===== config.mk =====
export PLATFORM = sky130hd
export DESIGN_NAME = escaped_frame_receiver
export DESIGN_NICKNAME = d
export VERILOG_FILES = /design/src/hdl/efr_pkg.sv /design/src/hdl/efr_front.sv /design/src/hdl/efr_queue.sv /design/src/hdl/efr_back.sv /design/src/hdl/escaped_frame_receiver.sv
export SDC_FILE = /design/constraint.sdc
export NUM_CORES = 1
export LEC_CHECK = 0
export BUFFER_PORTS_ARGS = -buffer_cell sky130_fd_sc_hd__buf_2
export CORE_MARGIN = 1.5
export CORE_UTILIZATION = 50
export CTS_BUF_LIST = sky130_fd_sc_hd__clkbuf_2
export CTS_CLUSTER_DIAMETER = 100
export CTS_CLUSTER_SIZE = 16
export DETAILED_ROUTE_END_ITERATION = 10
export PLACE_DENSITY_LB_ADDON = 0.08
export SLEW_MARGIN = 20
export SYNTH_ARGS = -nofsm -noshare
export SYNTH_HDL_FRONTEND = slang
export SYNTH_SLANG_ARGS = --single-unit

===== constraint.sdc =====
create_clock -name clk -period 4.7 [get_ports clk]
set_input_delay 0.705 -clock clk [delete_from_list [all_inputs] [get_ports clk]]
set_output_delay 0.705 -clock clk [all_outputs]
set_load 0.005 [all_outputs]

===== src/hdl/efr_pkg.sv =====
`default_nettype none

package efr_pkg;

	// Byte stuffing codes on the radio link.
	localparam logic [7:0] ESC_BYTE    = 8'hFF;
	localparam logic [7:0] ESC_LITERAL = 8'h00;
	localparam logic [7:0] ESC_START   = 8'h01;
	localparam logic [7:0] ESC_END     = 8'h02;

	// Bit positions of the flags in the mode byte.
	localparam int UNLOCK_BIT = 7;
	localparam int HEAD_BIT   = 6;

	// Frame layout: six payload bytes, then one checksum byte.
	localparam int          PAYLOAD_LEN = 6;
	localparam logic [3:0]  PAYLOAD_CNT = 4'd6;
	localparam logic [3:0]  FRAME_CNT   = 4'd7;
	localparam logic [3:0]  COUNT_MAX   = 4'd8;

	// Default depth of the queue between the front and the back.
	localparam int QUEUE_DEPTH = 2;

	// Operations that the front hands to the back.
	typedef enum logic [1:0] {
		OP_OPEN,
		OP_CLOSE,
		OP_DATA,
		OP_BADESC
	} op_t;

	typedef enum logic [1:0] {
		ST_GOOD     = 2'd0,
		ST_LENGTH   = 2'd1,
		ST_CHECKSUM = 2'd2,
		ST_ESCAPE   = 2'd3
	} status_t;

	typedef struct packed {
		op_t        op;
		logic [7:0] data;
	} entry_t;

endpackage

`default_nettype wire


===== src/hdl/efr_front.sv =====
`default_nettype none

// Removes the byte stuffing and turns the raw byte stream into operations.
module efr_front (
	input  wire              clk,
	input  wire              arst_n,
	input  wire  [7:0]       rx_byte,
	input  wire              in_valid,
	output logic             in_ready,
	output logic             push_valid,
	output efr_pkg::entry_t  push_entry,
	input  wire              push_ready
);

	logic escape_q;
	logic accept;

	assign in_ready = push_ready;
	assign accept   = in_valid && push_ready;

	always_comb begin
		push_valid      = 1'b0;
		push_entry.op   = efr_pkg::OP_DATA;
		push_entry.data = rx_byte;
		if (accept) begin
			if (escape_q) begin
				push_valid = 1'b1;
				unique case (rx_byte)
					efr_pkg::ESC_START: push_entry.op = efr_pkg::OP_OPEN;
					efr_pkg::ESC_END: push_entry.op = efr_pkg::OP_CLOSE;
					efr_pkg::ESC_LITERAL: begin
						push_entry.op   = efr_pkg::OP_DATA;
						push_entry.data = efr_pkg::ESC_BYTE;
					end
					default: push_entry.op = efr_pkg::OP_BADESC;
				endcase
			end else if (rx_byte != efr_pkg::ESC_BYTE) begin
				push_valid = 1'b1;
			end
		end
	end

	always_ff @(posedge clk or negedge arst_n) begin
		if (!arst_n) begin
			escape_q <= 1'b0;
		end else if (accept) begin
			escape_q <= !escape_q && (rx_byte == efr_pkg::ESC_BYTE);
		end
	end

endmodule

`default_nettype wire


===== src/hdl/efr_queue.sv =====
`default_nettype none

// Small first-in first-out queue of operations.
module efr_queue #(
	parameter int DEPTH = efr_pkg::QUEUE_DEPTH
) (
	input  wire              clk,
	input  wire              arst_n,
	input  wire              push_valid,
	input  efr_pkg::entry_t  push_entry,
	output logic             push_ready,
	output logic             pop_valid,
	output efr_pkg::entry_t  pop_entry,
	input  wire              pop_ready
);

	localparam int PW = (DEPTH > 1) ? $clog2(DEPTH) : 1;
	localparam int CW = $clog2(DEPTH + 1);

	efr_pkg::entry_t mem_q [DEPTH];
	logic [PW-1:0]   wr_ptr_q;
	logic [PW-1:0]   rd_ptr_q;
	logic [CW-1:0]   count_q;
	logic            do_push;
	logic            do_pop;

	assign push_ready = (count_q != CW'(DEPTH));
	assign pop_valid  = (count_q != '0);
	assign pop_entry  = mem_q[rd_ptr_q];
	assign do_push    = push_valid && push_ready;
	assign do_pop     = pop_valid && pop_ready;

	always_ff @(posedge clk) begin
		if (do_push) begin
			mem_q[wr_ptr_q] <= push_entry;
		end
	end

	always_ff @(posedge clk or negedge arst_n) begin
		if (!arst_n) begin
			wr_ptr_q <= '0;
			rd_ptr_q <= '0;
			count_q  <= '0;
		end else begin
			if (do_push) begin
				wr_ptr_q <= (wr_ptr_q == PW'(DEPTH - 1)) ? '0 : wr_ptr_q + 1'b1;
			end
			if (do_pop) begin
				rd_ptr_q <= (rd_ptr_q == PW'(DEPTH - 1)) ? '0 : rd_ptr_q + 1'b1;
			end
			if (do_push && !do_pop) begin
				count_q <= count_q + 1'b1;
			end else if (do_pop && !do_push) begin
				count_q <= count_q - 1'b1;
			end
		end
	end

	a_count_bound: assert property (@(posedge clk) disable iff (!arst_n)
		count_q <= CW'(DEPTH))
		else $error("queue count exceeds depth");

endmodule

`default_nettype wire


===== src/hdl/efr_back.sv =====
`default_nettype none

// Carries out frame operations and holds the finished result.
module efr_back (
	input  wire              clk,
	input  wire              arst_n,
	input  wire              pop_valid,
	input  efr_pkg::entry_t  pop_entry,
	output logic             pop_ready,
	output logic             out_valid,
	input  wire              out_ready,
	output logic [1:0]       frame_status,
	output logic             unlock_flag,
	output logic             head_mode,
	output logic [7:0]       power_level,
	output logic signed [7:0] roll_cmd,
	output logic signed [7:0] pitch_cmd,
	output logic signed [7:0] yaw_cmd,
	output logic [7:0]       trim_bits
);

	logic             in_frame_q;
	logic [3:0]       count_q;
	logic [7:0]       sum_q;
	logic [7:0]       chk_q;
	logic             bad_q;
	logic [7:0]       payload_q [efr_pkg::PAYLOAD_LEN];

	logic             out_valid_q;
	efr_pkg::status_t status_q;
	logic             unlock_q;
	logic             head_q;
	logic [7:0]       power_q;
	logic [7:0]       roll_q;
	logic [7:0]       pitch_q;
	logic [7:0]       yaw_q;
	logic [7:0]       trim_q;

	logic             out_free;
	logic             do_pop;
	logic             load_out;
	logic             take;
	logic             has_value;
	efr_pkg::status_t status;

	assign out_free  = !out_valid_q || out_ready;
	// A close of an open frame waits for room in the output register.
	assign pop_ready = (pop_entry.op != efr_pkg::OP_CLOSE) || !in_frame_q || out_free;
	assign do_pop    = pop_valid && pop_ready;
	assign load_out  = do_pop && (pop_entry.op == efr_pkg::OP_CLOSE) && in_frame_q;
	assign take      = do_pop && in_frame_q &&
		((pop_entry.op == efr_pkg::OP_DATA) || (pop_entry.op == efr_pkg::OP_BADESC));
	assign has_value = (pop_entry.op == efr_pkg::OP_DATA);

	always_comb begin
		if (bad_q) begin
			status = efr_pkg::ST_ESCAPE;
		end else if (count_q != efr_pkg::FRAME_CNT) begin
			status = efr_pkg::ST_LENGTH;
		end else if (sum_q != chk_q) begin
			status = efr_pkg::ST_CHECKSUM;
		end else begin
			status = efr_pkg::ST_GOOD;
		end
	end

	always_ff @(posedge clk or negedge arst_n) begin
		if (!arst_n) begin
			in_frame_q <= 1'b0;
			count_q    <= '0;
			sum_q      <= '0;
			chk_q      <= '0;
			bad_q      <= 1'b0;
		end else if (do_pop) begin
			unique case (pop_entry.op)
				efr_pkg::OP_OPEN: begin
					in_frame_q <= 1'b1;
					count_q    <= '0;
					sum_q      <= '0;
					chk_q      <= '0;
					bad_q      <= 1'b0;
				end
				efr_pkg::OP_CLOSE: begin
					in_frame_q <= 1'b0;
				end
				efr_pkg::OP_DATA, efr_pkg::OP_BADESC: begin
					if (take) begin
						if (!has_value) begin
							bad_q <= 1'b1;
						end else if (count_q < efr_pkg::PAYLOAD_CNT) begin
							sum_q <= sum_q + pop_entry.data;
						end else if (count_q == efr_pkg::PAYLOAD_CNT) begin
							chk_q <= pop_entry.data;
						end
						if (count_q < efr_pkg::COUNT_MAX) begin
							count_q <= count_q + 1'b1;
						end
					end
				end
				default: begin
				end
			endcase
		end
	end

	always_ff @(posedge clk) begin
		if (take && has_value && (count_q < efr_pkg::PAYLOAD_CNT)) begin
			payload_q[count_q[2:0]] <= pop_entry.data;
		end
	end

	always_ff @(posedge clk or negedge arst_n) begin
		if (!arst_n) begin
			out_valid_q <= 1'b0;
		end else if (load_out) begin
			out_valid_q <= 1'b1;
		end else if (out_ready) begin
			out_valid_q <= 1'b0;
		end
	end

	always_ff @(posedge clk) begin
		if (load_out) begin
			status_q <= status;
			if (status == efr_pkg::ST_GOOD) begin
				unlock_q <= payload_q[0][efr_pkg::UNLOCK_BIT];
				head_q   <= payload_q[0][efr_pkg::HEAD_BIT];
				power_q  <= payload_q[1];
				roll_q   <= payload_q[2];
				pitch_q  <= payload_q[3];
				yaw_q    <= payload_q[4];
				trim_q   <= payload_q[5];
			end else begin
				unlock_q <= 1'b0;
				head_q   <= 1'b0;
				power_q  <= '0;
				roll_q   <= '0;
				pitch_q  <= '0;
				yaw_q    <= '0;
				trim_q   <= '0;
			end
		end
	end

	assign out_valid    = out_valid_q;
	assign frame_status = status_q;
	assign unlock_flag  = unlock_q;
	assign head_mode    = head_q;
	assign power_level  = power_q;
	assign roll_cmd     = roll_q;
	assign pitch_cmd    = pitch_q;
	assign yaw_cmd      = yaw_q;
	assign trim_bits    = trim_q;

	a_count_sat: assert property (@(posedge clk) disable iff (!arst_n)
		count_q <= efr_pkg::COUNT_MAX)
		else $error("byte count above saturation value");

	a_no_stray_result: assert property (@(posedge clk) disable iff (!arst_n)
		(do_pop && pop_entry.op == efr_pkg::OP_CLOSE && !in_frame_q && !out_valid_q)
		|=> !out_valid_q)
		else $error("result produced for a close with no open frame");

	a_failed_fields_zero: assert property (@(posedge clk) disable iff (!arst_n)
		(out_valid_q && status_q != efr_pkg::ST_GOOD) |->
		(!unlock_q && !head_q && power_q == '0 && roll_q == '0 && pitch_q == '0 &&
		 yaw_q == '0 && trim_q == '0))
		else $error("failed frame carries nonzero fields");

endmodule

`default_nettype wire


===== src/hdl/escaped_frame_receiver.sv =====
`default_nettype none

// Channel  | Handshake             | Payload
// ---------+-----------------------+-----------------------------------------
// in       | in_valid / in_ready   | rx_byte
// out      | out_valid / out_ready | frame_status, unlock_flag, head_mode,
//          |                       | power_level, roll_cmd, pitch_cmd,
//          |                       | yaw_cmd, trim_bits
//
// One word is taken every cycle while the queue has room; the front decodes it
// on arrival and the back runs one queued operation per cycle unless a close
// waits on the output; a result is registered once its close leaves the queue.
// Reset clears the escape flag, the queue and the frame state.
// A waiting result stalls only the next close of an open frame; that close sits
// at the head of the queue, the queue fills behind it, and then in_ready drops.

module escaped_frame_receiver #(
	parameter int QUEUE_DEPTH = efr_pkg::QUEUE_DEPTH
) (
	input  wire               clk,
	input  wire               arst_n,
	input  wire  [7:0]        rx_byte,
	input  wire               in_valid,
	output logic              in_ready,
	output logic              out_valid,
	input  wire               out_ready,
	output logic [1:0]        frame_status,
	output logic              unlock_flag,
	output logic              head_mode,
	output logic [7:0]        power_level,
	output logic signed [7:0] roll_cmd,
	output logic signed [7:0] pitch_cmd,
	output logic signed [7:0] yaw_cmd,
	output logic [7:0]        trim_bits
);

	// Front to queue: one operation word per decoded escape or data byte.
	logic            push_valid;
	logic            push_ready;
	efr_pkg::entry_t push_entry;

	// Queue to back.
	logic            pop_valid;
	logic            pop_ready;
	efr_pkg::entry_t pop_entry;

	// The front strips the stuffing; a lone escape byte produces no operation.
	efr_front u_front (
		.clk        (clk),
		.arst_n     (arst_n),
		.rx_byte    (rx_byte),
		.in_valid   (in_valid),
		.in_ready   (in_ready),
		.push_valid (push_valid),
		.push_entry (push_entry),
		.push_ready (push_ready)
	);

	// The queue lets the front keep decoding while the back waits on the output.
	efr_queue #(
		.DEPTH (QUEUE_DEPTH)
	) u_queue (
		.clk        (clk),
		.arst_n     (arst_n),
		.push_valid (push_valid),
		.push_entry (push_entry),
		.push_ready (push_ready),
		.pop_valid  (pop_valid),
		.pop_entry  (pop_entry),
		.pop_ready  (pop_ready)
	);

	// The back keeps the frame state, checksum and payload, and grades the frame.
	efr_back u_back (
		.clk          (clk),
		.arst_n       (arst_n),
		.pop_valid    (pop_valid),
		.pop_entry    (pop_entry),
		.pop_ready    (pop_ready),
		.out_valid    (out_valid),
		.out_ready    (out_ready),
		.frame_status (frame_status),
		.unlock_flag  (unlock_flag),
		.head_mode    (head_mode),
		.power_level  (power_level),
		.roll_cmd     (roll_cmd),
		.pitch_cmd    (pitch_cmd),
		.yaw_cmd      (yaw_cmd),
		.trim_bits    (trim_bits)
	);

endmodule

`default_nettype wire

==> Word-level counts from Yosys, hierarchy flattened <==
Memories as Yosys holds them, arrays and structs flattened. A register that Yosys moved wholly into a read port is not among the register bits.
Index checks and enable logic that the tools add are counted.
{ "classes": {"n_eq_ne": 19, "n_addsub": 6, "reduce_logical": 41, "order_cmp": 2, "mux": 36} }
{ "op_table": {"columns": ["cell", "n"], "rows": [
  ["two-way mux 8 bit", 8],
  ["one-hot mux 8 bit (2 select lines)", 2],
  ["two-way mux 10 bit", 2],
  ["two-way mux 1 bit", 13],
  ["logical AND 1 bit", 12],
  ["inequality test 2 x 1 -> 1 bit, second input constant", 6],
  ["logical NOT 1 bit", 11],
  ["two-way mux 2 bit", 5],
  ["nonzero test 2 bit", 5],
  ["adder 8 bit", 1],
  ["== test 8 x 1 -> 1 bit, second input constant", 1],
  ["== test 8 x 2 -> 1 bit, second input constant", 1],
  ["== test 8 bit, second input constant", 1],
  ["logical NOT 8 bit", 1],
  ["two-way mux 4 bit", 2],
  ["inequality test 8 bit", 1],
  ["inequality test 8 bit, second input constant", 1],
  ["one-hot mux 4 bit (2 select lines)", 1],
  ["AND reduction 4 bit", 2],
  ["inequality test 2 bit, second input constant", 3],
  ["one-hot mux 2 bit (3 select lines)", 1],
  ["AND reduction 6 bit", 1],
  ["AND reduction 5 bit", 1],
  ["adder 4 x 1 -> 4 bit, second input constant", 1],
  ["other kinds (14)", 21]
]} }
{ "word_totals": {"reg_bits": 30, "ram_bits": 68, "word_cells": 117, "in_bits": 12, "out_inout_bits": 46, "mem_count": 2} }
{ "mem_list": {"columns": ["name", "depth", "word_bits", "rd", "rd_clocked_by_memory_dff", "write_ports", "line_no", "source"], "rows": [
  ["u_back.payload_q", 6, 8, 6, 6, 1, "efr_back.sv:27", "logic [7:0] payload_q [efr_pkg::PAYLOAD_LEN];"],
  ["u_queue.mem_q", 2, 10, 1, 0, 1, "efr_queue.sv:20", "efr_pkg::entry_t mem_q [DEPTH];"]
]} }

==> Logic depth before layout (Yosys ltp) <==
An unclocked memory read counts as a cell.
{ "logic_depth": {"depth_word": 11, "depth_mapped": 10, "mapped_depth_nobuf": 9} }

==> Modules after synthesis <==
Synthesis repeated with hierarchy kept, for this count alone.
{ "hier_totals": {"cells_unflattened": 391, "area_unflattened_um2": 5647.9} }
{ "by_module_without_submodules": {"columns": ["mod", "instances", "seq_area_each_um2", "cells_each", "area_per_inst_um2"], "rows": [
  ["efr_back", 1, 3158.0, 313, 4506.8],
  ["efr_queue", 1, 700.7, 49, 932.1],
  ["efr_front", 1, 25.0, 29, 209.0]
]} }

==> Worst setup path after synthesis <==
No wires, ideal clock.
{ "synth_path": {"kind": "input -> register", "from": "input port out_ready", "to": "register u_back.status_q[0] (netlist: u_back.frame_status[0]), enable pin", "setup_slack_ns": 1.393, "required_time_ns": 4.254, "arrival_time_ns": 2.862, "n_path_buf": 0, "stages": 3, "cell_sequence": "nand2b_1 > o21ai_0 > nor2_1"} }
{ "synth_via": {"elab_chain_cells": 5} }
{ "synth_rtl": {"columns": ["item", "line_no", "source"], "rows": [
  ["from (decl)", "escaped_frame_receiver.sv:26", "input wire out_ready,"],
  ["logical OR 1 bit", "efr_back.sv:46", "assign out_free = !out_valid_q || out_ready;"],
  ["logical OR 1 bit", "efr_back.sv:48", "assign pop_ready = (pop_entry.op != efr_pkg::OP_CLOSE) || !in_frame_q || out_free;"],
  ["logical AND 1 bit", "efr_back.sv:49", "assign do_pop = pop_valid && pop_ready;"],
  ["logical AND 1 bit (2 in series)", "efr_back.sv:50", "assign load_out = do_pop && (pop_entry.op == efr_pkg::OP_CLOSE) && in_frame_q;"],
  ["net u_back.load_out", "efr_back.sv:41", "logic load_out;"],
  ["to (signal assigned)", "efr_back.sv:124", "status_q <= status;"],
  ["to (decl)", "efr_back.sv:30", "efr_pkg::status_t status_q;"]
]} }
The timed path passes the listed nets, and every way through them passes these cells.
A chain may end at the register's enable or synchronous reset.

==> impl_results.md <==
- Power, Total: 3.420 mW
- Max-cap viol count: 0
- CTS Buffer Depth: 2
- Fmax: 0.3370 GHz
- Crit path launch type: flip-flop
- Static Leakage: 2.464 nW
- Final Wtd Congestion: 0.8064
- CP required: ~5.3 ns
- Row cnt: 38
- Antenna-violating nets left: 0
- First-pass DRT Iterations: 6
- Clock Root Buffer: clkbuf_2
- Outcome: complete, no violations
- Post-Syn Nets: 384
- #FFs+latches synth: 134
- Top-Level Pins: 58
- Via count: 2997
- Starting Density: 0.5098
- Clk slew on worst S/H paths: 0.20 ns
- Library cells used by synthesis: 54
- Hold WC Path Type: input pin to flip-flop
- Clock H-tree levels: 4
- Vias per cell: a little over 5
- DR iter-0 viols: 131
- Critical Path AT: 3.51 ns
- I/O Buffers: 57
- First-pass GRT wire length: 14.26 mm
- Worst-Margin Slew: 0.8544 ns
- Crit end category: flip-flop
- Power Density: around 550 nW/um^2
- Die ar.: 11590 um^2
- Min Clock Period, post-route: ~3 ns
- Overall Global Routing Usage: 0.1705
- Post-Synthesis Cells: approximately 360
- Crit path cell chain: mux2_2 > ha_1 > fa_1 > a21o_1 > a21oi_1 > o21bai_1 > a21oi_1 > xor2_1 > o21ai_0
- Clk_lat worst skew: approximately 0.66 ns
- CTS buffer count: 17
- Tcrit/Tclk final: 0.6313
- Ant diodes: 0
- Resize count post-CTS: 0
- Post-synth EDFFs: 106
- Max-slew headroom: 0.4291
- Commonest non-fill, non-tap cell in the layout: edfxtp_1
- Path type of the worst setup path: flip-flop to flip-flop
- Syn-to-layout area delta: 13.36%
- Crit-path most repeated cell: a21oi_1
- Post-CTS setup buffers: 0
- DRC Markers: 0
- Wire length per cell: 15.48 um
- Largest net degree at the start of global routing: 43
- Slowest-stage cell, CP: dfrtp_1
- Initial antenna violation count: 0
- DIE HEIGHT: 107.7 um
- Syn Area/Cell: 15.13 um^2
- Final HPWL DP: 6.110 mm
- Worst-path maximum fanout: 14
- Worst VDD drop: 0.2751 mV
- RSZ-0062 raised after global routing: no
- Clk sinks: about 130
- Most frequent cells in the layout: edfxtp_1 (106), buf_2 (57), and2_1 (43), dfrtp_1 (28), clkbuf_2 (17)
- Setup TNS Final: 0 ns
- Endpoints failing setup: 0
- Fin nets: about 460
- R2R Setup Slk: 1.73 ns
- Skew final: 0.01651 ns
- Fin. max-slew vios: 0
- Final hold violation count: 0
- CORE AREA: between 10000 and 15000 um^2
- FFs w/ async S/R, synth: 0.2090
- Final WL: between 9 and 10 mm
- Synthesized area: 5478 um^2
- CTS tree: yes
- Post-synth top flop: edfxtp_1
- Synthesis warning total: 0
- Slowest stage delay, CP: 0.79 ns
- GR Overflow Total: 0
- Vias in the first global route: 2855
- Die W: 107.7 um
- Layout cells sized above 1: 0.2758
- Fin util: 0.5779
- Sequential share of the synthesized area: 0.7090
-- stage by stage --
stage / cells / hold slack (ns) / instance area (um^2) / setup slack (ns)
floorplan: 362 / 0.4094 / 5478 / 1.393
global placement: 552 / 0.4774 / 5897 / 1.836
detailed placement: 552 / 0.4753 / 5897 / 1.751
CTS: 585 / 0.2480 / 6195 / 1.711
global route: 586 / 0.2527 / 6210 / 1.529
finish: 586 / 0.3051 / 6210 / 1.733
-- area by class of cell --
class | count | area (um^2)
fill | 897 | 4536
sequential | 134 | 3884
multi-input combinational | 211 | 1496
timing repair buffer | 64 | 347.8
clock inverter | 15 | 202.7
tap | 140 | 175.2
clock buffer | 17 | 85.08
inverter | 5 | 18.77
-- timing repair --
item / 4_1_cts / 5_1_grt
endpoints found under the hold margin: 8 / 0
hold buffers: 1 / 0
setup endpoints to repair: 0 / 0
-- cell families after synthesis --
family,share of synthesized area
DFF,0.7090
AOI/OAI and AO/OA,0.06327
muxes,0.02033
and+or+nand+nor,0.1320
xor gates and xnor gates,0.03198
buffers and inverters,0.01919
adders and majority gates,0.02421
-- routing by layer --
metal  global-route usage  share of wire  wire length, um
met1               0.2043           0.44             3963
met4              0.07237          0.024              221
met3              0.05145          0.042              384
met5                    0              0                0
met2               0.2866           0.50             4504
-- synthesized netlist by cell type (2+ instances only) --
master | number | area share
edfxtp_1 | 106 | 0.58
and2_1 | 43 | 0.049
dfrtp_1 | 28 | 0.13
nor2_1 | 17 | 0.012
nand2_1 | 16 | 0.011
xnor2_1 | 15 | 0.024
o21ai_0 | 12 | 0.011
ha_1 | 9 | 0.021
a21oi_1 | 8 | 0.0073
or2_2 | 8 | 0.0091
a31o_1 | 7 | 0.011
mux2_2 | 7 | 0.014
nor2b_1 | 6 | 0.0069
inv_1 | 5 | 0.0034
nand2b_1 | 5 | 0.0057
xor2_1 | 5 | 0.0080
buf_6 | 4 | 0.0082
clkbuf_2 | 4 | 0.0037
nand3_1 | 4 | 0.0037
a21o_1 | 3 | 0.0041
a22o_1 | 3 | 0.0048
and3_1 | 3 | 0.0034
nand4_1 | 3 | 0.0034
nor2b_2 | 3 | 0.0048
nor4_1 | 3 | 0.0034
a31oi_1 | 2 | 0.0023
a32o_1 | 2 | 0.0037
buf_2 | 2 | 0.0018
nor3_1 | 2 | 0.0018
o21bai_1 | 2 | 0.0027
o22ai_1 | 2 | 0.0023
-- flip-flops by register name, summed over array words and instances, names as in the netlist, 2 cells and up --
| signal | count |
|---|---|
| u_back.count_q | 4 |
| u_back.frame_status | 2 |
| u_back.sum_q | 8 |
| u_back.yaw_cmd | 8 |
| u_back.power_level | 8 |
| u_back.roll_cmd | 8 |
| u_queue.mem_q | 20 |
| u_back.trim_bits | 8 |
| u_back.chk_q | 8 |
| u_back.pitch_cmd | 8 |
| u_back.payload_q | 42 |
| u_queue.count_q | 2 |
-- critical path: cells and delay by family (launching register included) --
| kind | cells | cell delay, ns |
|---|---|---|
| DFF | 1 | 0.79 |
| AOI/OAI and AO/OA | 5 | 0.78 |
| adders and majority gates | 2 | 0.68 |
| muxes | 1 | 0.47 |
| xor gates and xnor gates | 1 | 0.15 |
-- path summary, 6_finish.rpt --
kind	startpoint	endpoint	cells past startpoint
max reg2reg	u_queue.rd_ptr_q$_DFFE_PN0N_	u_back.sum_q[6]$_DFFE_PN0P_	9
min reg2reg	u_queue.wr_ptr_q$_DFFE_PN0N_	u_queue.wr_ptr_q$_DFFE_PN0N_	1
max in group asynchronous	arst_n	u_back.bad_q$_DFFE_PN0P_	2
min in group asynchronous	arst_n	u_queue.wr_ptr_q$_DFFE_PN0N_	2
min	in_valid	u_front.escape_q$_DFFE_PN0N_	3
max	u_queue.rd_ptr_q$_DFFE_PN0N_	u_back.sum_q[6]$_DFFE_PN0P_	9
-- report_power, final --
part	leakage, nW	total (mW)	internal, mW	switching [mW]
Clock	0.159	0.783	0.353	0.430
Sequential	1.37	1.67	1.52	0.151
Combinational	0.932	0.964	0.401	0.563
(Power assumes the default switching activity.)
